## src/rtl/rgss_pkg.sv

```systemverilog
// Shared constants, codes and control types of the rolling grid scroll store.
package rgss_pkg;

    localparam int MAX_RADIUS   = 31;
    localparam int CELL_BITS    = 32;
    localparam int KEY_BITS     = 32;
    localparam int DATA_BITS    = 32;
    localparam int RAD_BITS     = 5;
    localparam int CFG_IDX_BITS = 1;
    localparam int CFG_BITS     = 32;
    localparam int SIDE_MAX     = 2 * MAX_RADIUS + 1;
    localparam int COORD_BITS   = $clog2(SIDE_MAX + 1);
    localparam int ADDR_BITS    = 2 * COORD_BITS;
    localparam int STORE_DEPTH  = 1 << ADDR_BITS;

    // Request codes.
    localparam logic [1:0] REQ_MOVE  = 2'd0;
    localparam logic [1:0] REQ_READ  = 2'd1;
    localparam logic [1:0] REQ_WRITE = 2'd2;

    // Configuration register indexes.
    localparam logic [CFG_IDX_BITS-1:0] CFG_RADIUS = 1'd0;
    localparam logic [CFG_IDX_BITS-1:0] CFG_EMPTY  = 1'd1;

    // Status codes.
    localparam logic [1:0] ST_UNCHANGED = 2'd0;
    localparam logic [1:0] ST_SHIFTED   = 2'd1;
    localparam logic [1:0] ST_REINIT    = 2'd2;
    localparam logic [1:0] ST_OUTSIDE   = 2'd0;
    localparam logic [1:0] ST_INSIDE    = 2'd1;

    // Status from the datapath to the controller.
    typedef struct packed {
        logic is_move;
        logic is_read;
        logic is_write;
        logic need_init;
        logic moved;
        logic in_window;
        logic init_mode;
        logic sweep_last;
    } rgss_stat_t;

    // Commands from the controller to the datapath.
    typedef struct packed {
        logic       capture;
        logic       sweep_start;
        logic       sweep_step;
        logic       ram_read;
        logic       ram_write;
        logic       finish;
        logic [1:0] fin_status;
        logic       use_rd;
    } rgss_cmd_t;

endpackage

```

## src/rtl/rgss_ctrl.sv

```systemverilog
// Controller: sequences request decode, window sweeps and cell accesses.
module rgss_ctrl (
    input  logic                 clk,
    input  logic                 rst_n,
    input  logic                 start,
    input  rgss_pkg::rgss_stat_t stat,
    output rgss_pkg::rgss_cmd_t  cmd,
    output logic                 busy
);
    import rgss_pkg::*;

    typedef enum logic [1:0] {
        S_IDLE,
        S_DECIDE,
        S_SWEEP,
        S_RDWAIT
    } state_t;

    state_t state_reg;
    state_t state_next;

    // Next state and commands.
    always_comb
    begin
        state_next = state_reg;
        cmd        = '0;
        case (state_reg)
            S_IDLE:
            begin
                if (start)
                begin
                    cmd.capture = 1'b1;
                    state_next  = S_DECIDE;
                end
            end
            S_DECIDE:
            begin
                if (stat.is_move)
                begin
                    if (stat.need_init || stat.moved)
                    begin
                        cmd.sweep_start = 1'b1;
                        state_next      = S_SWEEP;
                    end
                    else
                    begin
                        cmd.finish     = 1'b1;
                        cmd.fin_status = ST_UNCHANGED;
                        state_next     = S_IDLE;
                    end
                end
                else if (stat.is_read && stat.in_window)
                begin
                    cmd.ram_read = 1'b1;
                    state_next   = S_RDWAIT;
                end
                else
                begin
                    cmd.ram_write  = stat.is_write && stat.in_window;
                    cmd.finish     = 1'b1;
                    cmd.fin_status = (stat.is_write && stat.in_window) ? ST_INSIDE
                                                                       : ST_OUTSIDE;
                    state_next     = S_IDLE;
                end
            end
            S_SWEEP:
            begin
                cmd.sweep_step = 1'b1;
                if (stat.sweep_last)
                begin
                    cmd.finish     = 1'b1;
                    cmd.fin_status = stat.init_mode ? ST_REINIT : ST_SHIFTED;
                    state_next     = S_IDLE;
                end
            end
            S_RDWAIT:
            begin
                cmd.finish     = 1'b1;
                cmd.fin_status = ST_INSIDE;
                cmd.use_rd     = 1'b1;
                state_next     = S_IDLE;
            end
            default:
            begin
                state_next = S_IDLE;
            end
        endcase
    end

    // State register.
    always_ff @(posedge clk or negedge rst_n)
    begin
        if (!rst_n)
        begin
            state_reg <= S_IDLE;
        end
        else
        begin
            state_reg <= state_next;
        end
    end

    assign busy = (state_reg != S_IDLE);

endmodule

```

## config.mk

```make
export PLATFORM = sky130hd
export DESIGN_NAME = rgss_ctrl
export DESIGN_NICKNAME = d
export VERILOG_FILES = /design/src/rtl/rgss_pkg.sv /design/src/rtl/rgss_ctrl.sv
export SDC_FILE = /design/constraint.sdc
export NUM_CORES = 1
export LEC_CHECK = 0
export ABC_AREA = 1
export BUFFER_PORTS_ARGS = -buffer_cell sky130_fd_sc_hd__buf_2
export CAP_MARGIN = 10
export CORE_AREA = 2 2 39 41
export DETAILED_ROUTE_END_ITERATION = 7
export DIE_AREA = 0 0 41 43
export GPL_TIMING_DRIVEN = 0
export SKIP_CTS_REPAIR_TIMING = 1
export SLEW_MARGIN = 30
export SYNTH_ARGS = -nofsm -noshare
export SYNTH_HDL_FRONTEND = slang
export SYNTH_SLANG_ARGS = --single-unit
```

## constraint.sdc

```tcl
create_clock -name clk -period 1 [get_ports clk]
set_input_delay 0.2 -clock clk [delete_from_list [all_inputs] [get_ports clk]]
set_output_delay 0.2 -clock clk [all_outputs]
set_load 0.02 [all_outputs]
```

## After elaboration in Yosys (flattened, before gate mapping)

Cells that the tools add are included.

| storage, ports and cells | value |
|---|---|
| register bits | 2 |
| output and inout port bits | 10 |

| cells by class | value |
|---|---|
| reductions and logical operators | 6 |
| equal/unequal tests | 5 |
| mux-type cells | 23 |

Operators by type and width:

| kind | number |
|---|---|
| 2-bit two-way mux | 8 |
| 1-bit two-way mux | 9 |
| 3-bit two-way mux | 3 |
| 3-bit case mux with 3 select lines | 1 |
| 2-bit case mux with 4 select lines | 1 |
| 2-bit == test (second input constant) | 2 |
| 4-bit two-way mux | 1 |
| 2-bit != test (second input constant) | 2 |
| 2-bit by 1-bit == test with 1-bit output (second input constant) | 1 |
| 1-bit logical AND | 2 |
| 2-bit logical NOT | 1 |
| 2-bit AND reduction | 1 |
| 2-bit nonzero test | 1 |
| 1-bit logical OR | 1 |

## Logic depth before layout (Yosys ltp)

Gate-level depths: netlist (run 1).

| logic depth | value |
|---|---|
| depth after elaboration | 5 |
| depth in mapped cells | 5 |
| depth with buffers taken out | 5 |

## Worst setup path before layout (run 1)

OpenSTA, ideal clock, no wires.

| timing path | value |
|---|---|
| kind | reg-to-output |
| start | reg state_reg[0] |
| end | out cmd[8] (netlist bit) |
| slack | -0.169 ns |
| arrival | 0.969 ns |
| data required time | 0.800 ns |
| stages on the path, launching flop included | 4 |
| cells stage by stage | dfrtp_1 buf_6 or2_4 nor2_2 |

RTL lines:

| element | RTL line | text |
|---|---|---|
| from (decl) | rgss_ctrl.sv:19 | `state_t state_reg;` |
| from (signal assigned) | rgss_ctrl.sv:99 | `state_reg <= state_next;` |
| to (decl) | rgss_ctrl.sv:7 | `output rgss_pkg::rgss_cmd_t cmd,` |

==> results of run 1 <==
synthesized netlist by cell type, drive strengths merged:
| cell | instances | share of area (%) |
|---|---|---|
| a21oi | 1 | 2.2 |
| and3 | 1 | 2.8 |
| buf | 1 | 5.0 |
| dfrtp | 2 | 22 |
| inv | 8 | 13 |
| nand2 | 11 | 19 |
| nand3 | 3 | 6.6 |
| nor2 | 7 | 16 |
| o21ai | 4 | 8.8 |
| or2 | 1 | 3.9 |
worst min-delay path, delay by kind of cell:
kind | cells | cell delay, ps
buffers and inverters | 1 | 90
and+or+nand+nor | 3 | 170
metal layers:
| layer | vias to the layer above | part of all wire, % | routed length [um] | track usage [%] |
|---|---|---|---|---|
| met4 | 0 | 2.6 | 16 | 8.000 |
| met2 | 14 | 47 | 287 | 10.63 |
| met5 | - | 0 | 0 | 0 |
| li1 | 171 | - | - | - |
| met3 | 4 | 10 | 62 | 4.712 |
| met1 | 134 | 40 | 248 | 9.325 |
power groups by stage:
stage	logic, mW	registers, mW	clock network [mW]
floorplan	0.527	0.147	0
global placement	0.697	0.152	0
detailed placement	0.706	0.155	0
CTS	0.708	0.154	0.183
global route	0.996	0.161	0.194
finish	0.909	0.154	0.174
layout make-up:
type	count	area [um^2]
plain buffers	1	11.26
inverters	8	30.03
multi-input cells	28	167.7
fillers	155	913.4
well taps	16	20.02
clock buffers	3	22.52
flip-flops and latches	2	50.05
repair buffers	23	168.9
per-stage QoR:
stage               area [um^2]  setup WS [ps]  util, %  std cells
floorplan                 244.0         -115.3        -         39
global placement          364.1         -187.3    26.31         75
detailed placement        364.1         -208.7    26.31         75
CTS                       386.6         -450.1    27.94         78
global route              470.5         -424.5    34.00         81
finish                    470.5         -360.4    34.00         81
cells in the final DEF, fill, tap and decap left out:
| cell type | n |
|---|---|
| nand3_1 | 3 |
| inv_1 | 6 |
| buf_4 | 2 |
| dlygate4sd3_1 | 1 |
| and3_4 | 1 |
| o21ai_0 | 3 |
| o21ai_1 | 1 |
| buf_2 | 13 |
| nand2_4 | 1 |
| clkbuf_4 | 3 |
| nor2_2 | 2 |
| nor2_1 | 2 |
| or2_4 | 1 |
| nand2_2 | 2 |
| dfrtp_1 | 2 |
| inv_2 | 2 |
| a21oi_1 | 1 |
| nor2_4 | 3 |
| nand2_1 | 8 |
| buf_6 | 8 |
how the worst min path moves through the flow:
stage	slack, ps	startpoint	endpoint
after global routing	300	stat[7]	state_reg[1]
after detailed placement	-10	rst_n	state_reg[0]
final	280	stat[7]	state_reg[1]
after floorplan	-100	rst_n	state_reg[0]
after CTS	-250	rst_n	state_reg[1]
after global placement	-10	rst_n	state_reg[0]
logic make-up after synthesis:
family | count (synthesis)
simple gates | 23
buf+inv | 9
compound gates | 5
flops | 2
==> results.ini, run 1 <==
[clock_network]
cts_buffers=3
cts_root_buf=clkbuf_4
clockBufferDepth=2
cts.clk_slew.worst_paths_ps=30
cts_sinks=2
cts_tree=yes
clk_latency_ps=220
cts_max_level=1

[synth]
synth_top_family_by_area=simple AND/OR/NAND/NOR gates
syn_area_per_cell_um2=5.807
synthCells=39
synth_mux_area_share_pct=0
synth_compound_area_share_pct=11.05
synth-xor-area-share_pct=0
syn_nets=50
ys_ff_latch=2
yosysSeqAreaShare_pct=22.10
synth_adder_area_share_pct=0
ys_warn_count=0
synth-simple-area-share_pct=48.62
synth_area_um2=226.5
yosys.cell_types.count=14

[critical_path]
ff2ff_path_depth=5
critPathMaxStageDelay_ps=370
cp_common_cell=buf_6
crit_type=reg -> out
path_max_fanout=5
worst_ep_arrival_time_ps=1160
cp_data_required_time_ps=800
cp-end-kind=output pin
r2r_end=state_reg[1]
setup.worst_path.end=cmd[8]
path_delay_family=flip-flops
worstSetupStartpoint=state_reg[0]
crit_chain=buf_6, or2_4, nor2_4, buf_6
path_buf_inv=2
rr_startpoint=state_reg[0]
path_depth=4
startpoint_type=flip-flop
crit_slowest_cell=dfrtp_1
r2r_setup_slack_ps=120

[run]
drv_cap=0

[power_and_ir_drop]
pwr-share-clk_pct=14.1
combPwrFrac_pct=73.5
internal_power_uw=673.1
switchingPower_uw=563.7
seq_power_share_pct=12.5
powerDensity_nw_per_um2=2629
swShare_pct=45.58
ir_worst_vdd_mv=0.6190
p_leak_nw=0.2723
power_mw=1.237

[sta]
relSlewSlack_pct=78.52
finalClockSkew_ps=0.7064
timing.final.crit_share_pct=136.0
setup_viol=10
timing.final.ws_setup_ps=-360.4
fmaxAchievable_mhz=735.1
hold_viol_final=0
rsz0062_at_grt=true
maxSlewViolCount=0
worst_pin_slew_ps=318.9
setup_tns_ps=-2924
finalWorstPathRequiredPeriod_ps=1360
whs_ps=282.9

[grt]
grt_pass1_vias=246
grt_pass1_wl_um=910
grt_start_max_net_pins=10
antenna_found_initial=0
grt.overflow.total=0
grtUsageTotal_pct=8.434

[floorplan]
dieArea_um2=1763
num_rows=14
ios=21
core_area_um2=1384
initial_utilization_pct=16.37
die-width_um=41
die_h_um=43

[routing]
final_antenna_net_count=0
vias=323
drc=0
dr.pass1.iters=1
drt_iter0_drc=0
avgRoutedWirePerCell_um=7.593
via_per_inst=3.988
wirelength_um=615

[finish]
synthToLayoutAreaGrowth_pct=107.7
drive_above_1_share_pct=58.46
fin_nets=78
antenna_cells=0
largest_reg_flops=2

[placement]
portBuffers=20
gp_congestion=0.7326
dp_hpwl_um=509.6

[min_path]
whs_path_depth=4
hp-class=in -> reg

[status]
violations=negative setup slack
status=complete, but fails checks

No activity file was read; power rests on OpenSTA's default activity.
==> run 2, diff against run 1 <==
--- a/config.mk
+++ b/config.mk
@@ -12,6 +12,7 @@
 export DETAILED_ROUTE_END_ITERATION = 7
 export DIE_AREA = 0 0 41 43
 export GPL_TIMING_DRIVEN = 0
+export PLACE_DENSITY = 0.45
 export SKIP_CTS_REPAIR_TIMING = 1
 export SLEW_MARGIN = 30
 export SYNTH_ARGS = -nofsm -noshare
==> run 2 against run 1 <==
  * The run still ends with negative setup slack left
  * Total power grew 5.4%
  * First-iteration DRC count increased by 3
  * Clock skew is essentially flat
  * Combinational power grew 5.6%
  * Sequential share of layout area fell by 0.51 points
  * Cell area grew 5.1%
  * Critical endpoint unchanged
  * Highest routed layer unchanged
==> results.ini, run 2 (synthesized netlist as in run 1, its figures left out) <==
[status]
status=complete, but fails checks
violations=negative setup slack

[critical_path]
rr_startpoint=state_reg[1]
worstSetupStartpoint=state_reg[1]
r2r_end=state_reg[1]
path_depth=4  ; unchanged
crit_chain=buf_6, or2_4, nor2_4, buf_6
cp-end-kind=output pin
startpoint_type=flip-flop
crit_type=reg -> out
ff2ff_path_depth=5  ; unchanged
path_buf_inv=2  ; unchanged
path_delay_family=flip-flops
crit_slowest_cell=dfrtp_1
setup.worst_path.end=cmd[8]
r2r_setup_slack_ps=110  ; about the same
cp_common_cell=buf_6
cp_data_required_time_ps=800  ; about the same
path_max_fanout=4  ; -1
critPathMaxStageDelay_ps=420  ; +50 ps
worst_ep_arrival_time_ps=1200  ; +40 ps

[floorplan]
dieArea_um2=1763  ; unchanged
die-width_um=41  ; unchanged
core_area_um2=1384  ; unchanged
initial_utilization_pct=16.37  ; unchanged
die_h_um=43  ; unchanged
num_rows=14  ; unchanged
ios=21  ; unchanged

[clock_network]
clk_latency_ps=220  ; about the same
clockBufferDepth=2  ; unchanged
cts_max_level=1  ; unchanged
cts_root_buf=clkbuf_4
cts.clk_slew.worst_paths_ps=30  ; about the same
cts_sinks=2  ; unchanged
cts_tree=yes
cts_buffers=3  ; unchanged

[placement]
gp_congestion=0.6665  ; -9.0%
dp_hpwl_um=516.6  ; +1.4%
dpl_cell_area_um2=364.1  ; unchanged
portBuffers=20  ; unchanged

[grt]
grtUsageTotal_pct=8.600  ; +0.17 points
grt_start_max_net_pins=10  ; unchanged
antenna_found_initial=0  ; unchanged
grt_pass1_wl_um=1000  ; +9.9%
grt.overflow.total=0  ; unchanged
grt_pass1_vias=255  ; +3.7%

[routing]
via_per_inst=4.012  ; +0.62%
vias=329  ; +1.9%
wirelength_um=714  ; +16%
drc=0  ; unchanged
dr.pass1.iters=4  ; +3
drt_iter0_drc=3  ; +3
final_antenna_net_count=0  ; unchanged
avgRoutedWirePerCell_um=8.707  ; +15%

[power_and_ir_drop]
p_leak_nw=0.2792  ; +2.5%
combPwrFrac_pct=73.6  ; about the same
power_mw=1.303  ; +5.4%
swShare_pct=46.05  ; +0.48 points
internal_power_uw=703.1  ; +4.5%
powerDensity_nw_per_um2=2637  ; +0.32%
switchingPower_uw=600.3  ; +6.5%
ir_worst_vdd_mv=0.5755  ; -7.0%
pwr-share-clk_pct=14.0  ; about the same
seq_power_share_pct=12.4  ; about the same

[sta]
worst_pin_slew_ps=422.2  ; +103.3 ps
rsz0062_at_grt=true
timing.final.ws_setup_ps=-401.7  ; -41.36 ps
hold_viol_final=0  ; unchanged
relSlewSlack_pct=71.56  ; -7.0 points
finalWorstPathRequiredPeriod_ps=1402  ; +41.36 ps
maxSlewViolCount=0  ; unchanged
fmaxAchievable_mhz=713.4  ; -3.0%
setup_viol=10  ; unchanged
finalClockSkew_ps=0.5284  ; -0.1780 ps
whs_ps=273.6  ; -9.354 ps
timing.final.crit_share_pct=140.2  ; +4.1 points

[finish]
largest_reg_flops=2  ; unchanged
final_common_cell=buf_2
synthToLayoutAreaGrowth_pct=118.2
final_cell_mix=13 x buf_2, 11 x buf_6, 8 x nand2_1, 6 x inv_1
utilization_pct=35.71  ; +1.7 points
antenna_cells=0  ; unchanged
fin_nets=79  ; +1.3%
design_area_um2=494.2  ; +5.1%
drive_above_1_share_pct=59.09  ; +0.63 points

[min_path]
hp-start=stat[7]
hp-class=in -> reg

[run]
drv_cap=0  ; unchanged

-- run 2: changes by cell type in the layout (fill, tap and decap cells not counted) --
| cell | change |
|---|---|
| buf_6 | +3 |
| buf_4 | -2 |
| nor2_2 | -1 |
| nor2_4 | +1 |
| o21ai_0 | +1 |
| o21ai_1 | -1 |
-- run 2: worst min-delay path by stage --
stage	end	cells after the start
final	state_reg[1]	4
after global routing	state_reg[1]	4
after CTS	state_reg[1]	1
after detailed placement	state_reg[1]	1
after global placement	state_reg[0]	1
after floorplan	state_reg[0]	0
-- run 2: worst min-delay path, stage by stage --
cell and delay [ps]:
buf_2 100, nand2_1 50, nand3_1 60, nand2_1 50
-- run 2: power groups by stage --
| stage | Combinational [mW] | Sequential, mW | Clock, mW |
|---|---|---|---|
| 6_report | 0.960 | 0.162 | 0.182 |
| 5_1_grt | 1.04 | 0.165 | 0.198 |
| 4_1_cts | 0.709 | 0.158 | 0.191 |
| 3_5_place_dp | 0.708 | 0.159 | 0 |
| 3_3_place_gp | 0.706 | 0.156 | 0 |
| 2_1_floorplan | 0.527 | 0.147 | 0 |
-- run 2: stage by stage --
step	setup TNS, ps	setup slack, ps	cells
after detailed placement	-1119	-222.9	75
after global placement	-1122	-225.9	75
after CTS	-3453	-475.1	78
final	-3261	-401.7	82
after global routing	-3755	-444.0	82
after floorplan	-278.8	-115.3	39
-- run 2: area by class of cell --
type	instances	area, um^2
flip-flops and latches	2	50.05
plain buffers	1	11.26
inverters	8	30.03
well taps	16	20.02
repair buffers	24	187.7
clock buffers	3	22.52
multi-input cells	28	172.7
fillers	161	889.6
-- run 2: layer usage --
| metal | up-vias | GRT usage, % | wire, um |
|---|---|---|---|
| met5 | - | 0 | 0 |
| met4 | 0 | 8.000 | 4 |
| met3 | 2 | 3.141 | 59 |
| met2 | 13 | 11.56 | 369 |
| met1 | 141 | 9.841 | 282 |
| li1 | 173 | - | - |
==> run 3, diff against run 2 <==
--- a/config.mk
+++ b/config.mk
@@ -13,6 +13,7 @@
 export DIE_AREA = 0 0 41 43
 export GPL_TIMING_DRIVEN = 0
 export PLACE_DENSITY = 0.45
+export SETUP_SLACK_MARGIN = 0.1
 export SKIP_CTS_REPAIR_TIMING = 1
 export SLEW_MARGIN = 30
 export SYNTH_ARGS = -nofsm -noshare
==> run 3 against run 2 <==
  * The flow still finishes with violations (negative setup slack)
  * Combinational power increased by 3.6%
  * Fmax decreased by 1.1%
  * Sequential cell count unchanged
  * Critical path depth unchanged
  * Routed wire length decreased by 3.4%
  * Sequential share of layout area decreased by 0.25 points
  * Utilization increased by 0.90 points
  * Via count decreased by 0.61%
  * Clock power about the same
  * Clock skew increased by 3.4 ps
  * Final cell count unchanged
==> results.ini, run 3 (synthesized netlist as in run 1, its figures left out) <==
[status]
status=complete, but fails checks
violations=negative setup slack

[grt]
grt_pass1_wl_um=938  ; -6.2%
grt.overflow.total=0  ; unchanged
grt_pass1_vias=251  ; -1.6%
grt_start_max_net_pins=10  ; unchanged
antenna_found_initial=0  ; unchanged
grtUsageTotal_pct=7.608  ; -0.99 points

[clock_network]
cts.clk_slew.worst_paths_ps=30  ; about the same
cts_root_buf=clkbuf_4
cts_tree=yes
cts_buffers=3  ; unchanged
cts_max_level=1  ; unchanged
clockBufferDepth=2  ; unchanged
cts_sinks=2  ; unchanged
clk_latency_ps=230  ; about the same

[finish]
antenna_cells=0  ; unchanged
final_cell_mix=12 x buf_2, 11 x buf_6, 8 x nand2_1, 5 x inv_1, 5 x nor2_4
drive_above_1_share_pct=62.12  ; +3.0 points
fin_nets=79  ; unchanged
final_common_cell=buf_2
largest_reg_flops=2  ; unchanged
synthToLayoutAreaGrowth_pct=123.8

[power_and_ir_drop]
powerDensity_nw_per_um2=2640  ; about the same
p_leak_nw=0.2798  ; +0.21%
ir_worst_vdd_mv=0.6729  ; +17%

[sta]
finalClockSkew_ps=3.925  ; +3.397 ps
timing.final.ws_setup_ps=-417.0  ; -15.23 ps
setup_viol=10  ; unchanged
worst_pin_slew_ps=275.2  ; -147.0 ps
rsz0062_at_grt=true
finalWorstPathRequiredPeriod_ps=1417  ; +15.23 ps
timing.final.crit_share_pct=141.7  ; +1.5 points
relSlewSlack_pct=81.53  ; +10 points
fmaxAchievable_mhz=705.7  ; -1.1%
setup_tns_ps=-3388  ; -127.5 ps
hold_viol_final=0  ; unchanged
maxSlewViolCount=0  ; unchanged
whs_ps=268.3  ; -5.249 ps

[floorplan]
initial_utilization_pct=16.37  ; unchanged
ios=21  ; unchanged
die_h_um=43  ; unchanged
core_area_um2=1384  ; unchanged
num_rows=14  ; unchanged
dieArea_um2=1763  ; unchanged
die-width_um=41  ; unchanged

[placement]
dp_hpwl_um=540.7  ; +4.7%
gp_congestion=0.5926  ; -11%
portBuffers=20  ; unchanged

[run]
drv_cap=0  ; unchanged

[routing]
via_per_inst=3.988  ; -0.61%
drt_iter0_drc=5  ; +2
final_antenna_net_count=0  ; unchanged
avgRoutedWirePerCell_um=8.415  ; -3.4%
vias=327  ; -0.61%
drc=0  ; unchanged
wirelength_um=690  ; -3.4%
dr.pass1.iters=4  ; unchanged

[critical_path]
startpoint_type=flip-flop
cp_data_required_time_ps=800  ; about the same
worst_ep_arrival_time_ps=1220  ; +20 ps
crit_type=reg -> out
cp-end-kind=output pin
ff2ff_path_depth=6  ; +1
path_max_fanout=4  ; unchanged

[min_path]
whs_path_depth=4  ; unchanged
hp-class=in -> reg

[run 3: cell counts in the layout (fill, tap and decap cells not counted)]
No cell type changed its count.
[run 3: final timing paths]
| check | start | endpoint | slack (ps) |
|---|---|---|---|
| worst min register to register | state_reg[0] | state_reg[0] | 590 |
| worst max register to register | state_reg[1] | state_reg[1] | 30 |
| worst min-delay path | stat[0] | state_reg[1] | 270 |
| max in group asynchronous | rst_n | state_reg[0] | 610 |
| worst max-delay path | state_reg[1] | cmd[8] | -420 |
| min in group asynchronous | rst_n | state_reg[1] | 290 |
[run 3: through the flow]
stage                     cell area [um^2]  setup slack [ps]  utilization (%)  power, mW  cells
after global routing                 506.7            -457.0            36.62      1.431     82
after CTS                            396.6            -500.2            28.66      1.073     78
after detailed placement             374.1            -261.0            27.03     0.8900     75
after global placement               374.1            -258.6            27.03     0.8822     75
final                                506.7            -417.0            36.62      1.338     82
after floorplan                      254.0            -115.3                -     0.6941     39
[run 3: layer usage]
metal,up-vias,track usage (%),routed length (um)
li1,173,-,-
met1,141,9.554,263
met2,13,11.56,355
met3,0,4.712,72
met4,0,0,0
met5,-,0,0
[run 3: final cells by class]
class | count | area [um^2]
Fill cell | 150 | 877.1
Timing Repair Buffer | 24 | 190.2
Multi-Input combinational cell | 28 | 182.7
Sequential cell | 2 | 50.05
Inverter | 8 | 30.03
Clock buffer | 3 | 22.52
Tap cell | 16 | 20.02
Buffer | 1 | 11.26
[run 3: worst max-delay path: stages, from the launching register on]
cell and delay, ps:
dfrtp_1 420, buf_6 140, or2_4 230, nor2_4 80
buf_6 110
[run 3: where the power goes]
group          total (mW)  switching, mW  internal [mW]
Combinational       0.995          0.531          0.464
Clock               0.184         0.0512          0.133
Sequential          0.158         0.0384          0.120
